$ cat src/rtl/icc_pkg.sv
// Shared constants, command codes and control structs for the interval chain cover check.
// No dependencies; icc_ifs, icc_walk and the top level import this package.
package icc_pkg;

   localparam int ICC_MAX_BLOCKS = 64;
   localparam int ICC_COORD_BITS = 31;

   // Command codes of the request word.
   localparam logic [1:0] CMD_TESTED = 2'd0;
   localparam logic [1:0] CMD_COVER  = 2'd1;
   localparam logic [1:0] CMD_EVAL   = 2'd2;

   // Control from the top level to the chain walker.
   typedef struct packed {
      logic start;       // begin an evaluation
      logic exact;       // one-to-one pairing with equal interior edges
      logic force_fail;  // a chain overflowed: answer not covered at once
      logic ack;         // the result register can take the answer
   } walk_ctrl_type;

   // Status from the chain walker to the top level.
   typedef struct packed {
      logic idle;
      logic done;
      logic covered;
   } walk_stat_type;

endpackage

$ cat src/rtl/icc_walk.sv
// Two-pointer chain walker: steps through the tested and covering stores and decides coverage.
// Depends on icc_pkg; reads both chain RAMs through their registered read ports.
module icc_walk import icc_pkg::*; #(
   parameter int MAX_BLOCKS = ICC_MAX_BLOCKS,
   parameter int COORD_BITS = ICC_COORD_BITS
) (
   input  logic                            clock,
   input  logic                            reset,
   input  walk_ctrl_type                   ctrl,
   output walk_stat_type                   stat,
   input  logic [$clog2(MAX_BLOCKS+1)-1:0] tested_count,
   input  logic [$clog2(MAX_BLOCKS+1)-1:0] cover_count,
   output logic [$clog2(MAX_BLOCKS)-1:0]   tested_addr,
   output logic [$clog2(MAX_BLOCKS)-1:0]   cover_addr,
   input  logic [2*COORD_BITS-1:0]         tested_data,
   input  logic [2*COORD_BITS-1:0]         cover_data
);

   localparam int IDX_W = $clog2(MAX_BLOCKS);
   localparam int CNT_W = $clog2(MAX_BLOCKS+1);

   localparam logic [1:0] ST_IDLE  = 2'd0;
   localparam logic [1:0] ST_CHECK = 2'd1;
   localparam logic [1:0] ST_CMP   = 2'd2;
   localparam logic [1:0] ST_DONE  = 2'd3;

   logic [1:0]            state_ff, state_in;
   logic [CNT_W-1:0]      ti_ff, ti_in;
   logic [CNT_W-1:0]      cj_ff, cj_in;
   logic                  covered_ff, covered_in;
   logic                  exact_ff, exact_in;

   logic [COORD_BITS-1:0] t_lo, t_hi, m_lo, m_hi;
   logic                  contains;
   logic                  edge_bad;
   logic                  not_last;

   // Words are stored as {end, start}.
   assign t_lo = tested_data[COORD_BITS-1:0];
   assign t_hi = tested_data[2*COORD_BITS-1:COORD_BITS];
   assign m_lo = cover_data[COORD_BITS-1:0];
   assign m_hi = cover_data[2*COORD_BITS-1:COORD_BITS];

   assign contains = (m_lo <= t_lo) && (m_hi >= t_hi);
   assign not_last = ({1'b0, ti_ff} + (CNT_W+1)'(1)) < {1'b0, tested_count};
   assign edge_bad = exact_ff && (((ti_ff != '0) && (m_lo != t_lo)) ||
                                  (not_last && (m_hi != t_hi)));

   assign tested_addr = ti_ff[IDX_W-1:0];
   assign cover_addr  = cj_ff[IDX_W-1:0];

   always_comb begin
      state_in   = state_ff;
      ti_in      = ti_ff;
      cj_in      = cj_ff;
      covered_in = covered_ff;
      exact_in   = exact_ff;
      case (state_ff)
         ST_IDLE: begin
            if (ctrl.start) begin
               ti_in    = '0;
               cj_in    = '0;
               exact_in = ctrl.exact;
               if (ctrl.force_fail) begin
                  covered_in = 1'b0;
                  state_in   = ST_DONE;
               end else begin
                  state_in = ST_CHECK;
               end
            end
         end
         ST_CHECK: begin
            if (ti_ff >= tested_count) begin
               covered_in = 1'b1;
               state_in   = ST_DONE;
            end else if (cj_ff >= cover_count) begin
               covered_in = 1'b0;
               state_in   = ST_DONE;
            end else begin
               state_in = ST_CMP;
            end
         end
         ST_CMP: begin
            if (contains && !edge_bad) begin
               ti_in    = ti_ff + CNT_W'(1);
               cj_in    = cj_ff + CNT_W'(exact_ff);
               state_in = ST_CHECK;
            end else if (contains || (m_lo > t_lo) || exact_ff) begin
               covered_in = 1'b0;
               state_in   = ST_DONE;
            end else begin
               cj_in    = cj_ff + CNT_W'(1);
               state_in = ST_CHECK;
            end
         end
         ST_DONE: begin
            if (ctrl.ack) begin
               state_in = ST_IDLE;
            end
         end
         default: begin
            state_in = ST_IDLE;
         end
      endcase
   end

   always_ff @(posedge clock) begin
      if (reset) begin
         state_ff <= ST_IDLE;
      end else begin
         state_ff <= state_in;
      end
      ti_ff      <= ti_in;
      cj_ff      <= cj_in;
      covered_ff <= covered_in;
      exact_ff   <= exact_in;
   end

   assign stat.idle    = (state_ff == ST_IDLE);
   assign stat.done    = (state_ff == ST_DONE);
   assign stat.covered = covered_ff;

endmodule

$ cat config.mk
export PLATFORM = sky130hd
export DESIGN_NAME = icc_walk
export DESIGN_NICKNAME = d
export VERILOG_FILES = /design/src/rtl/icc_pkg.sv /design/src/rtl/icc_walk.sv
export SDC_FILE = /design/constraint.sdc
export NUM_CORES = 1
export LEC_CHECK = 0
export CORE_MARGIN = 5
export CORE_UTILIZATION = 65
export CTS_CLUSTER_SIZE = 25
export DETAILED_ROUTE_END_ITERATION = 8
export DONT_BUFFER_PORTS = 1
export GPL_TIMING_DRIVEN = 0
export PLACE_DENSITY = 0.84
export SYNTH_ARGS = -nofsm -noshare
export SYNTH_HDL_FRONTEND = slang
export SYNTH_SLANG_ARGS = --single-unit
$ cat constraint.sdc
create_clock -name clock -period 4.87 [get_ports clock]
set_input_delay 0 -clock clock [delete_from_list [all_inputs] [get_ports clock]]
set_output_delay 0 -clock clock [all_outputs]
set_load 0.05 [all_outputs]
Yosys cells after proc, flatten, opt, wreduce, memory -nomap -nowiden --
Cells that the tools add are included.
Storage, ports and cells: register bits after elaboration 18, bits of input ports 144, output and inout port bits 15, word-level logic and storage cells 67
Operators by class: add/subtract/negate cells 4, $lt $le $gt $ge 6, equal/unequal tests 13, multiplexer cells 21, reductions and logical operators 18
Operator list (number):
- $ne A31 B31 Y1 | 2
- $ge A31 B31 Y1 | 1
- $gt A31 B31 Y1 | 1
- $le A31 B31 Y1 | 1
- $mux W7 | 4
- $pmux W7 S2 | 2
- $add A7 B1 Y7 const B | 2
- $ge A7 B7 Y1 | 2
- $ne A2 B2 Y1 const B | 6
- $mux W2 | 5
- $add A7 B1 Y8 const B | 1
- $lt A8 B7 Y1 | 1
- $mux W1 | 8
- $pmux W2 S4 | 1
- $add A7 B1 Y7 | 1
- $reduce_bool A7 Y1 | 1
- $ne A3 B3 Y1 const B | 2
- $reduce_and A3 Y1 | 2
- $reduce_and A6 Y1 | 1
- $logic_and A1 B1 Y1 | 5
- $eq A2 B2 Y1 const B | 2
- $reduce_and A2 Y1 | 2
- $logic_or A1 B1 Y1 | 3
- $pmux W1 S3 | 1
- 5 further kinds | 5

Logic depth before layout (Yosys ltp) --
Gate-level depths: netlist (run 1).
depth in word-level cells 9, mapped depth 14, gate-level depth less buffers 14

Least setup slack after synthesis (run 1) --
OpenSTA, ideal clock, no wires.
path kind register to register, start point register ti_ff[0], end point register cj_ff[0] (enable), setup time 0.278 ns, data arrival time 2.177 ns, data required time 4.592 ns, path slack 2.415 ns, cell stages (with the launch flop) 12, path buffers 0, period minus slack after synthesis 2.455 ns, path through edfxtp_1 > and3_1 > nand3_1 > xnor2_1 > ha_1 > a21o_1 > a211oi_1 > o21ai_0 > a21oi_1 > a21oi_1 > o211a_1 > or2_1
Between the ends: cells in the longest elaborated chain, start to end 9, elaborated cells between the ends (all ways) 11, those cells by class add/sub: 1; order compare: 1; eq/ne: 1; reduce/logical: 8
RTL lines:
- from (decl) | line icc_walk.sv:28 | logic [CNT_W-1:0] ti_ff, ti_in;
- from (signal assigned) | line icc_walk.sv:113 | ti_ff <= ti_in;
- $add A7 B1 Y8 | line icc_walk.sv:45 | assign not_last = ({1'b0, ti_ff} + (CNT_W+1)'(1)) < {1'b0, tested_count};
- $lt A8 B7 Y1 | line icc_walk.sv:45
- $logic_and A1 B1 Y1 | line icc_walk.sv:47 | (not_last && (m_hi != t_hi)));
- $logic_or A1 B1 Y1 (*) | line icc_walk.sv:46 | assign edge_bad = exact_ff && (((ti_ff != '0) && (m_lo != t_lo)) ||
- $logic_and A1 B1 Y1 (*) | line icc_walk.sv:46
- $logic_not A1 Y1 (*) | line icc_walk.sv:84 | if (contains && !edge_bad) begin
- $logic_and A1 B1 Y1 (*) | line icc_walk.sv:84
- $ne A3 B3 Y1 (no source line) (*)
- $reduce_and A3 Y1 (no source line) (*)
- to (signal assigned) | line icc_walk.sv:114 | cj_ff <= cj_in;
- to (decl) | line icc_walk.sv:29 | logic [CNT_W-1:0] cj_ff, cj_in;
Every way passes the cells marked *; elsewhere a longest branch is shown, timed or not. A chain may end at the register's enable or synchronous reset.

Worst setup path in the final report (run 1) --
Same ends and word-level chain as after synthesis.

==> out/metrics.yaml, run 1 <==
ctsLongestPathBuffers: 2
layout_commonest_cell: "ha_1"
htree_levels: 1
synthFlopType: "edfxtp_1"
core-area_sq_um: 4660
syn2layout_area_growth_pct: 4.83
drive_gt1_frac: 0.0510
hold_viol_final: 0
grt_pass1_wl_mm: 10.7
cp-start-kind: "flip-flop"
rows: 25
fmax_mhz: 352
setup_tns_ns: 0
io_buffers: 0
dp.cells: 439
crit_path_end_kind: "flip-flop"
fill_cells: 397
status: "finished clean"
grt_max_degree: 11
ant_nets: 0
synth_fa_ha_area_frac: 0.353
critPathArrivalTime_ns: 2.81
synthesis.area_sq_um: 3080
postCtsSetupBuffers: 0
crit_required_ns: 4.84
dr_total_vias: 2590
synthSimpleGateAreaFrac: 0.165
synth_nets: 616
rsz0062_at_grt: "no"
placedInstanceArea_sq_um: 3150
finalPower_uw: 648
multi_input_area_sq_um: 2150
relSlewSlack: 0.285
grt_pass1_vias: 2609
clk_pin_slew_worst_paths_ns: 0.07
cts_buffers: 3
dpl.hpwl_mm: 6.09
synth_edf_count: 16
die_area_sq_um: 6220
critPathMaxFanout: 7
period_minus_slack_ns: 2.84
ys_warn_count: 0
hold-path-cell-count: 3
synth_xor_area_frac: 0.0284
min_period_over_period: 0.584
cts_sinks: 18
setup_viol: 0
n_antenna_cell: 0
hold_path_class: "in2reg"
ys_seq_elements: 18
post-route-drc-count: 0
die_x_um: 78.9
wirelength_mm: 6.65
cts_tree: "built"
worst_slew_pin_slew_ns: 1.07
async_reset_ff_frac: 0
grtUsageTotal: 0.209
io_pins: 159
die_y_um: 78.9
layout_common_cells: "ha_1 (87), inv_1 (84), a21oi_1 (30)"
insertion_delay_ns: 0.25
ir_drop_mv: 0.118
seq_area_sq_um: 520
synth_top_family_by_area: "adder cells"
fin_nets: 625
avgViaCountPerCell: 5.81
gp_congestion: 0.842
rr_worst_depth: 11
yosysSeqAreaShare: 0.169
fin_cells: 446
max-cap-violations: 0
p_leak_nw: 1.78
drt_iter0_drc: 37
crit_type: "reg2reg"
final_cell_area_sq_um: 3230
drv_slew: 0
firstDrtPassIters: 4
cts_root_buf: "clkbuf_8"
antenna_found_initial: 0
synthCells: 385
ys_types: 44
synth-compound-area-share: 0.149
muxShareOfSynthArea: 0
cts_resized: 0
gr-total-overflow: 0
skew_ns: 0.00729
power_density_nw_per_um2: 200
initial_core_util: 0.661
syn_avg_cell_area_sq_um: 8.01
wl_per_cell_um: 14.9
## critical path, stage by stage (launching register included)
cell and delay [ns]:
edfxtp_1 0.46, and3_1 0.19, nand3_1 0.11, xnor2_1 0.23, ha_1 0.29, a21o_1 0.16
a211oi_1 0.21, o21ai_0 0.13, a21oi_1 0.17, a21oi_1 0.12, o211a_1 0.15, or2_1 0.34
## sequential cells by signal, summed over array words and instances, names as in the netlist
register	flops
cj_ff	7
covered_ff	1
exact_ff	1
state_ff	2
ti_ff	7
## layer usage
metal | vias to the layer above | share of wire | GRT usage
li1 | 1339 | - | -
met1 | 1138 | 0.41 | 0.235
met2 | 105 | 0.51 | 0.408
met3 | 8 | 0.067 | 0.0317
met4 | 0 | 0.014 | 0.0464
met5 | - | 0 | 0
## cell usage after synthesis, types with 3 or more instances
| master | number | area (sq um) |
|---|---|---|
| inv_1 | 84 | 315 |
| o21a_1 | 3 | 22.5 |
| nand3_1 | 18 | 90.1 |
| and4_1 | 3 | 26.3 |
| nand3b_1 | 3 | 22.5 |
| a21oi_1 | 30 | 150 |
| buf_4 | 13 | 97.6 |
| ha_1 | 87 | 1090 |
| xnor2_1 | 6 | 52.6 |
| nand2_1 | 23 | 86.3 |
| a211oi_1 | 3 | 22.5 |
| nor2_1 | 22 | 82.6 |
| a21o_1 | 7 | 52.6 |
| nor2b_1 | 7 | 43.8 |
| nand4_1 | 10 | 62.6 |
| xor2_1 | 4 | 35.0 |
| o21ai_0 | 11 | 55.1 |
| edfxtp_1 | 16 | 480 |
## cells by family after synthesis
kind of cell	after synthesis
adder cells (fa/ha/maj)	87
buffers and inverters	98
AO/OA/AOI/OAI	72
XOR/XNOR	10
AND/OR/NAND/NOR	100
flip-flops	18
## timing repair
action                     CTS  global route
hold endpoints to repair     3             0
hold buffers                 4             0
setup endpoints to repair    0             0
## report_power, final
part           total (mW)  internal, mW  leakage [nW]  switching [mW]
combinational       0.323         0.128          1.59           0.195
sequential          0.223         0.197         0.172          0.0260
clock               0.102        0.0548        0.0216          0.0472
## area by class of cell
type	count	share of cell area
buffer	14	0.0314
inverter	84	0.0976
multi-input combinational	269	0.664
clock buffer	3	0.0128
tap	54	0.0209
timing repair buffer	4	0.0124
sequential	18	0.161
## through the flow
stage | hold WS (ns) | setup slack, ns | utilization
floorplan | 0.0724 | 2.41 | -
global placement | 0.0755 | 2.05 | 0.676
detailed placement | 0.0767 | 2.06 | 0.676
CTS | 0.0571 | 2.00 | 0.693
global route | 0.0598 | 1.85 | 0.693
finish | 0.0498 | 2.03 | 0.693
## path summary, 6_finish.rpt
kind	from	to	slack, ns
max	ti_ff[0]	cj_ff[0]	2.03
min	ctrl[1]	state_ff[1]	0.05
max reg2reg	ti_ff[0]	cj_ff[0]	2.03
min reg2reg	state_ff[1]	covered_ff	0.67
No activity file was read; power rests on OpenSTA's default activity.
==> run 2: changes to the inputs <==
- CORE_UTILIZATION: 65 -> 59
- PLACE_DENSITY: 0.84 -> 0.81
- clock period: 4.87 -> 2.3 ns (I/O delays scaled with it)
==> run 2 against run 1 <==
Against the previous run: the flow now finishes with violations (setup timing); clock skew shrank 0.0047 ns; global-route usage shrank 0.18 points; worst setup slack lost 2.3 ns; combinational power grew to 2.6 times the previous value; critical endpoint is now cj_ff[3]; clock power grew 120%; cell count grew 7.6%; critical path depth shrank 1; non-clock buffer count grew 17; count of clock-buffer cells in the layout is the same; total power grew 140%; largest cell class unchanged; final area grew 12%.
==> out/metrics.yaml, run 2 (synthesis results as in run 1) <==
status: "finished with violations"  # was finished clean
violations: "setup timing"
rr_worst_depth: 10  # was 11
clk_pin_slew_worst_paths_ns: 0.07  # about the same
fin_nets: 642  # was 625
hold_path_class: "in2reg"  # unchanged
ctsLongestPathBuffers: 2  # unchanged
post-route-drc-count: 0  # unchanged
grtUsageTotal: 0.207  # was 0.209
critPathArrivalTime_ns: 2.55  # was 2.81 ns
placedInstanceArea_sq_um: 3190  # was 3150 sq um
rsz0062_at_grt: "yes"  # was no
min_period_over_period: 1.10  # was 0.584
final_cell_area_sq_um: 3630  # was 3230 sq um
critPathMaxFanout: 7  # unchanged
grt_pass1_vias: 2702  # was 2609
reg_top3: "cj_ff x7, ti_ff x7, state_ff x2"  # unchanged
avgViaCountPerCell: 5.72  # was 5.81
n_antenna_cell: 0  # unchanged
grt_max_degree: 11  # unchanged
r2r-start: "ti_ff[1]"  # was ti_ff[0]
cts_tree: "built"  # unchanged
cp-endpoint: "cj_ff[3]"  # was cj_ff[0]
setup_tns_ns: -3.43  # was 0 ns
cts_root_buf: "clkbuf_8"  # unchanged
htree_levels: 1  # unchanged
core-area_sq_um: 5110  # was 4660 sq um
drt_iter0_drc: 108  # was 37
wl_per_cell_um: 15.9  # was 14.9 um
crit_path_end_kind: "flip-flop"  # unchanged
layout_commonest_cell: "inv_1"  # was ha_1
worst_slew_pin_slew_ns: 1.05  # was 1.07 ns
insertion_delay_ns: 0.26  # was 0.25 ns
ant_nets: 0  # unchanged
whs_ns: 0.0250  # was 0.0498 ns
cp-start-kind: "flip-flop"  # unchanged
crit_path_top_delay_cell: "edfxtp_1"  # unchanged
cp-startpoint: "ti_ff[1]"  # was ti_ff[0]
ir_drop_mv: 0.332  # was 0.118 mV
hold_viol_final: 0  # unchanged
die_area_sq_um: 6770  # was 6220 sq um
grt.met3_usage: 0.0542  # was 0.0317
layout_common_cells: "inv_1 (83), ha_1 (78), a21oi_1 (28), buf_4 (28), nand2_1 (23)"  # was ha_1 (87), inv_1 (84), a21oi_1 (30)
dp.cells: 455  # was 439
critical_path.cell_chain: "ha_2 -> buf_6 -> xor2_2 -> ha_1 -> o21a_1 -> o21a_1 -> o2111ai_2 -> a21oi_2 -> o211a_1 -> or2_4"  # was and3_1 -> nand3_1 -> xnor2_1 -> ha_1 -> a21o_1 -> a211oi_1 -> o21ai_0 -> a21oi_1 -> a21oi_1 -> o211a_1 -> or2_1
dpl.hpwl_mm: 6.23  # was 6.09 mm
max-cap-violations: 0  # unchanged
grt-busiest-layer: "met2"  # unchanged
io_pins: 159  # unchanged
utilization: 0.711  # was 0.693
antenna_found_initial: 0  # unchanged
cpMostUsedCell: "o21a_1"  # was a21oi_1
io_buffers: 0  # unchanged
dr_total_vias: 2745  # was 2590
initial_core_util: 0.604  # was 0.661
cts_sinks: 18  # unchanged
crit_type: "reg2reg"  # unchanged
die_x_um: 82.3  # was 78.9 um
cp_slowest_stage_delay_ns: 0.45  # was 0.46 ns
firstDrtPassIters: 4  # unchanged
gr-total-overflow: 0  # unchanged
fmax_mhz: 394  # was 352 MHz
syn2layout_area_growth_pct: 17.9  # was 4.83%
p_leak_nw: 1.89  # was 1.78 nW
crit_required_ns: 2.31  # was 4.84 ns
drv_slew: 0  # unchanged
grt_pass1_wl_mm: 11.2  # was 10.7 mm
rrSetupSlack_ns: -0.24  # was 2.03 ns
rows: 26  # was 25
gp_congestion: 0.831  # was 0.842
power_density_nw_per_um2: 425  # was 200 nW/um^2
met2_usage: 0.386  # was 0.408
period_minus_slack_ns: 2.54  # was 2.84 ns
wirelength_mm: 7.64  # was 6.65 mm
layout_setup_ws_ns: -0.240  # was 2.03 ns
relSlewSlack: 0.294  # was 0.285
rr_endpoint: "cj_ff[3]"  # was cj_ff[0]
die_y_um: 82.3  # was 78.9 um
drive_gt1_frac: 0.159  # was 0.0510
fin_cells: 480  # was 446
cts_buffers: 3  # unchanged
skew_ns: 0.00261  # was 0.00729 ns
setup_viol: 15  # was 0
met1_usage: 0.230  # was 0.235
run 2: where the power goes:
| group | switching [mW] | total [mW] | internal, mW |
|---|---|---|---|
| logic | 0.476 | 0.840 | 0.364 |
| registers | 0.0622 | 0.479 | 0.416 |
| clock network | 0.107 | 0.226 | 0.119 |
| total | 0.646 | 1.54 | 0.899 |
run 2: worst min-delay path by stage:
stage | start | to | slack, ns | depth (start not counted)
2_1_floorplan | reset | state_ff[0] | 0.07 | 1
4_1_cts | ctrl[1] | state_ff[1] | 0.01 | 3
3_3_place_gp | reset | state_ff[0] | 0.07 | 1
5_1_grt | ctrl[1] | state_ff[1] | 0.05 | 3
6_report | ctrl[1] | state_ff[1] | 0.02 | 3
3_5_place_dp | reset | state_ff[0] | 0.08 | 1
run 2: critical path, delay by kind of cell, from the launching register on:
kind | cells | cell delay [ns]
xor+xnor | 1 | 0.17
simple gates | 1 | 0.29
fa+ha+maj | 2 | 0.55
buf+inv | 1 | 0.12
flops | 1 | 0.45
compound gates | 5 | 0.69
run 2: timing repair:
| item | CTS | global route |
|---|---|---|
| setup buffers | 10 | 7 |
| endpoints found under the setup margin | 17 | 20 |
| pin swaps | 10 | 15 |
| hold endpoints to repair | 3 | 0 |
| hold buffers | 4 | 0 |
| resized for setup | 16 | 21 |
run 2: final cells by class:
class / instances / area [sq um]
plain buffers: 14 / 101
well taps: 70 / 87.6
clock inverters: 1 / 3.75
repair buffers: 21 / 175
multi-input cells: 269 / 2390
flip-flops and latches: 18 / 520
inverters: 84 / 318
fillers: 392 / 1470
clock buffers: 3 / 41.3
run 2: per-layer routing:
metal  vias to the layer above  part of all wire
li1                       1373                 -
met1                      1238              0.39
met2                       114              0.51
met3                        20             0.070
met4                         0             0.023
met5                         -                 0
run 2: stage by stage:
step / power [mW] / setup WS [ns]
finish: 1.54 / -0.240
global route: 1.67 / -0.343
CTS: 1.47 / -0.242
detailed placement: 1.16 / -0.430
global placement: 1.14 / -0.406
floorplan: 1.04 / -0.102
